$ cat src/psc_pkg.sv
// ----------------------------------------------------------------------------
// psc_pkg
// Shared types for the PID speed controller: datapath operations and the
// command and status groups between controller and datapath.
// ----------------------------------------------------------------------------
package psc_pkg;

  typedef enum logic [4:0] {
    OP_NONE,
    OP_LOAD,
    OP_ERR,
    OP_MUL1,
    OP_RCPH,
    OP_RCPL,
    OP_RCPC,
    OP_RCPF,
    OP_RCPG,
    OP_INT,
    OP_MUL2,
    OP_DIV2,
    OP_DER,
    OP_MP,
    OP_MI,
    OP_MD,
    OP_ACC,
    OP_OUT
  } op_t;

  typedef struct packed {
    op_t op;
  } cmd_t;

  typedef struct packed {
    logic div_done;
  } status_t;

  localparam int CFG_W = 32;
  localparam int IDX_W = 3;

  localparam logic [IDX_W-1:0] REG_TARGET = 3'd0;
  localparam logic [IDX_W-1:0] REG_GAIN_P = 3'd1;
  localparam logic [IDX_W-1:0] REG_GAIN_I = 3'd2;
  localparam logic [IDX_W-1:0] REG_GAIN_D = 3'd3;
  localparam logic [IDX_W-1:0] REG_BASE   = 3'd4;
  localparam logic [IDX_W-1:0] REG_DEAD   = 3'd5;
  localparam logic [IDX_W-1:0] REG_THRESH = 3'd6;
  localparam logic [IDX_W-1:0] REG_ILIMIT = 3'd7;

  // integral increment: (64*e*dt + 7812) / 15625, by reciprocal 2^44/15625
  localparam logic [41:0] INC_BIAS  = 42'd7812;
  localparam logic [13:0] INC_DIV   = 14'd15625;
  localparam logic [30:0] INC_RECIP = 31'd1125899906;

endpackage

$ cat src/psc_ctrl.sv
// ----------------------------------------------------------------------------
// psc_ctrl
// Controller: sequences one transaction through the datapath and owns the
// channel handshakes.
// ----------------------------------------------------------------------------
module psc_ctrl (
  input  logic              clk,
  input  logic              rst,
  input  logic              in_valid,
  output logic              in_ready,
  output logic              out_valid,
  input  logic              out_ready,
  output psc_pkg::cmd_t     cmd,
  input  psc_pkg::status_t  status
);
  import psc_pkg::*;

  typedef enum logic [4:0] {
    S_IDLE, S_ERR, S_MUL1, S_RCPH, S_RCPL, S_RCPC, S_RCPF, S_RCPG, S_INT,
    S_MUL2, S_DIV2, S_WAIT2, S_DER, S_MP, S_MI, S_MD, S_ACC, S_FIN
  } state_t;

  state_t state;
  logic   fin_go;

  assign in_ready = (state == S_IDLE);
  assign fin_go   = (state == S_FIN) && (!out_valid || out_ready);

  always_comb begin
    cmd.op = OP_NONE;
    unique case (state)
      S_IDLE:  if (in_valid) cmd.op = OP_LOAD;
      S_ERR:   cmd.op = OP_ERR;
      S_MUL1:  cmd.op = OP_MUL1;
      S_RCPH:  cmd.op = OP_RCPH;
      S_RCPL:  cmd.op = OP_RCPL;
      S_RCPC:  cmd.op = OP_RCPC;
      S_RCPF:  cmd.op = OP_RCPF;
      S_RCPG:  cmd.op = OP_RCPG;
      S_INT:   cmd.op = OP_INT;
      S_MUL2:  cmd.op = OP_MUL2;
      S_DIV2:  cmd.op = OP_DIV2;
      S_DER:   cmd.op = OP_DER;
      S_MP:    cmd.op = OP_MP;
      S_MI:    cmd.op = OP_MI;
      S_MD:    cmd.op = OP_MD;
      S_ACC:   cmd.op = OP_ACC;
      S_FIN:   if (fin_go) cmd.op = OP_OUT;
      default: cmd.op = OP_NONE;
    endcase
  end

  always_ff @(posedge clk) begin
    if (rst) begin
      state     <= S_IDLE;
      out_valid <= 1'b0;
    end else begin
      if (out_valid && out_ready) out_valid <= 1'b0;
      unique case (state)
        S_IDLE:  if (in_valid) state <= S_ERR;
        S_ERR:   state <= S_MUL1;
        S_MUL1:  state <= S_RCPH;
        S_RCPH:  state <= S_RCPL;
        S_RCPL:  state <= S_RCPC;
        S_RCPC:  state <= S_RCPF;
        S_RCPF:  state <= S_RCPG;
        S_RCPG:  state <= S_INT;
        S_INT:   state <= S_MUL2;
        S_MUL2:  state <= S_DIV2;
        S_DIV2:  state <= S_WAIT2;
        S_WAIT2: if (status.div_done) state <= S_DER;
        S_DER:   state <= S_MP;
        S_MP:    state <= S_MI;
        S_MI:    state <= S_MD;
        S_MD:    state <= S_ACC;
        S_ACC:   state <= S_FIN;
        S_FIN: begin
          if (fin_go) begin
            out_valid <= 1'b1;
            state     <= S_IDLE;
          end
        end
        default: state <= S_IDLE;
      endcase
    end
  end

  a_one_at_a_time: assert property (@(posedge clk) disable iff (rst)
    in_valid && in_ready |=> !in_ready)
    else $error("second transaction taken while busy");

  a_done_in_wait: assert property (@(posedge clk) disable iff (rst)
    status.div_done |-> (state == S_WAIT2))
    else $error("divider finished outside the wait state");

  a_out_from_fin: assert property (@(posedge clk) disable iff (rst)
    $rose(out_valid) |-> $past(state) == S_FIN)
    else $error("result raised outside the final step");
endmodule

$ cat config.mk
export PLATFORM = sky130hd
export DESIGN_NAME = psc_ctrl
export DESIGN_NICKNAME = d
export VERILOG_FILES = /design/src/psc_pkg.sv /design/src/psc_ctrl.sv
export SDC_FILE = /design/constraint.sdc
export NUM_CORES = 1
export LEC_CHECK = 0
export BUFFER_PORTS_ARGS = -buffer_cell sky130_fd_sc_hd__buf_4
export CAP_MARGIN = 10
export CORE_AREA = 2 2 39 41
export DETAILED_ROUTE_END_ITERATION = 10
export DIE_AREA = 0 0 41 43
export PLACE_DENSITY_LB_ADDON = 0.2
export SLEW_MARGIN = 20
export SYNTH_ARGS = -nofsm -noshare
export SYNTH_HDL_FRONTEND = slang
export SYNTH_SLANG_ARGS = --single-unit
$ cat constraint.sdc
create_clock -name clk -period 1.4 [get_ports clk]
set_input_delay 0.07 -clock clk [delete_from_list [all_inputs] [get_ports clk]]
set_output_delay 0.07 -clock clk [all_outputs]
set_load 0.02 [all_outputs]
==> qor.yml <==
placement:
  placed_area_um2: 528
  gp_congestion: 0.712
  dp_slack_ns: 0.150
  dp_hpwl_um: 663
  numPortBuffers: 11
status:
  outcome: "finished clean"
drt:
  drtIter0Drc: 2
  vias: 445
  firstDrtPassIters: 2
  wire_per_inst_um: 11.4
  wirelength_um: 984
  vias_per_cell: 5.17
  final_antenna_net_count: 0
  drc_errors: 0
yosys:
  synth_cells: 54
  synth_area_per_cell_um2: 8.34
  syn_nets: 59
  ys_warn_count: 0
  synth_seq_cells: 6
  syn-cell-area_um2: 450
  synth_cell_types: 28
  synth_seq_area_share_pct: 26.7
hold_path:
  whs_endpoint: "state[0]$_SDFFE_PP0P_"
  worstHoldPathCells: 2
  min_path_type: "in2reg"
  hp-start: "rst"
die:
  core_um2: 1380
  die-area_um2: 1760
  design.portCount: 12
  start_util_pct: 32.5
  dieHeight_um: 43
  die_width_um: 41
  rows: 14
power_and_ir_drop:
  vdd_drop_max_mv: 0.508
  p_sw_uw: 278
  p_leak_uw: 0.000252
  seq_power_share_pct: 32.1
  power_density_nw_per_um2: 1230
  p_sw_share_pct: 37.0
  pwr-share-clk_pct: 21.1
  internal_power_uw: 472
  combPwrFrac_pct: 46.8
global_routing:
  track_usage_pct: 13.7
  grt_pass1_vias: 376
  grt-busiest-layer: "met1"
  grt_antenna_before_repair: 0
  grt_max_degree: 10
  use_met1_pct: 18.5
  grt_use_met2_pct: 18.1
  use_met3_pct: 3.14
  overflow: 0
  grt_pass1_wl_mm: 1.62
timing:
  min_period_over_period_pct: 100
  max_clock_freq_mhz: 715
  rsz0062_at_grt: "true"
  fin_crit_ns: 1.40
  tightestPinTransition_ns: 0.230
  setup-violations-final: 0
  hold_viol: 0
  slew_headroom_pct: 84.6
  setup_slack_ns: 0.000606
  clock-skew-final_ns: 0.000692
  drv_slew: 0
flow_run:
  cap_violations: 0
finish:
  layout_commonest_cell: "buf_4"
  syn_to_final_growth_pct: 35.0
  drive_gt1_share_pct: 47.1
  nets: 77
  layout_common_cells: "buf_4, a21oi_1, nand3_1"
  antenna_cells: 0
  finalInstanceArea_um2: 608
setup_path:
  worst-r2r-setup-slack_ns: 0.15
  cp_max_fo: 6
  crit_required_ns: 1.33
  r2r_end: "state[2]$_SDFFE_PP0P_"
  rr_startpoint: "state[2]$_SDFFE_PP0P_"
  ff2ff_path_depth: 4
  cp-start-kind: "register"
  endpoint_kind: "primary output"
  critical_path_class: "reg2out"
  worstPathArrival_ns: 1.33
clock_network:
  h-tree-depth: 1
  hold_buffers: 0
  cts_sinks: 6
  cts_root_buffer: "clkbuf_4"
  clkLatencyLatePin_ns: 0.24
  cts_buffer_depth: 2
  cts_inserted_buffers: 3
  clkTransAtPathRegs_ns: 0.04
  cts_tree: "built"
-- worst max-delay path: stages, from the launching register on --
cell and delay, ns:
dfxtp_4 0.36, or3_4 0.39, o21ai_2 0.11, mux2i_1 0.07, buf_4 0.16
-- flip-flops by register name, indices dropped and copies added, names as in the netlist --
register and flops:
state 5, out_valid 1
-- cell type report --
class	count	area, µm²
clock buffers	3	22.5
fillers	151	776
inverters	1	3.75
multi-input cells	41	288
flip-flops and latches	6	131
well taps	16	20.0
repair buffers	19	143
-- power by group through the flow --
stage | registers, µW | clock network, µW | logic [µW]
2_1_floorplan | 203 | 0 | 252
4_1_cts | 241 | 166 | 315
3_3_place_gp | 242 | 0 | 299
5_1_grt | 244 | 173 | 387
3_5_place_dp | 243 | 0 | 297
6_report | 240 | 158 | 351
-- layer usage --
layer	part of all wire (%)	vias to the layer above
met2	44	10
met5	0	-
met3	4.1	2
li1	-	224
met4	1.0	0
met1	51	209
-- Yosys cell counts --
cell      instances  area (µm²)
nand2_1           3        11.3
xnor2_1           2        17.5
nor4b_2           1        15.0
o21ai_1           1        5.00
nand4_1           1        6.26
nand2b_1          2        12.5
nor2b_1           1        6.26
nor3_4            1        16.3
nand3b_1          1        7.51
nand3_1           4        20.0
inv_1             1        3.75
mux2i_1           1        10.0
o211ai_1          2        15.0
buf_6             2        22.5
a41oi_2           1        16.3
dfxtp_1           6         120
xor2_1            3        26.3
or3_1             2        12.5
clkbuf_2          1        5.00
a21oi_1           6        30.0
buf_4             2        15.0
and3b_2           1        10.0
nor2_1            3        11.3
a31oi_1           1        6.26
a21boi_0          1        7.51
nor3_1            2        10.0
buf_2             1        5.00
and3_1            1        6.26
-- how the worst max path moves through the flow --
stage / from / endpoint / slack (ns) / cells past startpoint
after floorplan: state[2]$_SDFFE_PP0P_ / in_ready / 0.07 / 3
after global placement: state[2]$_SDFFE_PP0P_ / cmd[0] / 0.16 / 4
after detailed placement: state[2]$_SDFFE_PP0P_ / cmd[0] / 0.15 / 4
after CTS: state[2]$_SDFFE_PP0P_ / cmd[0] / -0.02 / 4
after global routing: state[2]$_SDFFE_PP0P_ / cmd[0] / -0.06 / 4
final: state[2]$_SDFFE_PP0P_ / cmd[0] / 0.0006 / 4
-- logic make-up (layout without fill, tap and decap cells) --
logic type / after synthesis / after routing / share of synthesized area (%)
and+or+nand+nor: 23 / 23 / 32.2
muxes: 1 / 1 / 2.22
DFF: 6 / 6 / 26.7
AOI/OAI and AO/OA: 12 / 12 / 17.8
xor gates and xnor gates: 5 / 5 / 9.72
buffers and inverters: 7 / 23 / 11.4
-- metrics by stage --
step	power (µW)	util (%)	hold WS [ns]	instances	TNS (ns)
global route	804	43.9	0.0243	86	-0.0897
detailed placement	540	38.2	0.287	78	0
CTS	722	41.3	0.0234	82	-0.0219
finish	750	43.9	0.0253	86	0
floorplan	455	-	0.133	54	0
global placement	541	38.2	0.289	78	0
-- what timing repair did --
action,CTS,global route
gates resized for setup,7,3
setup buffers,1,4
pin swaps,0,1
setup endpoints to repair,4,4
(Power assumes the default switching activity.)
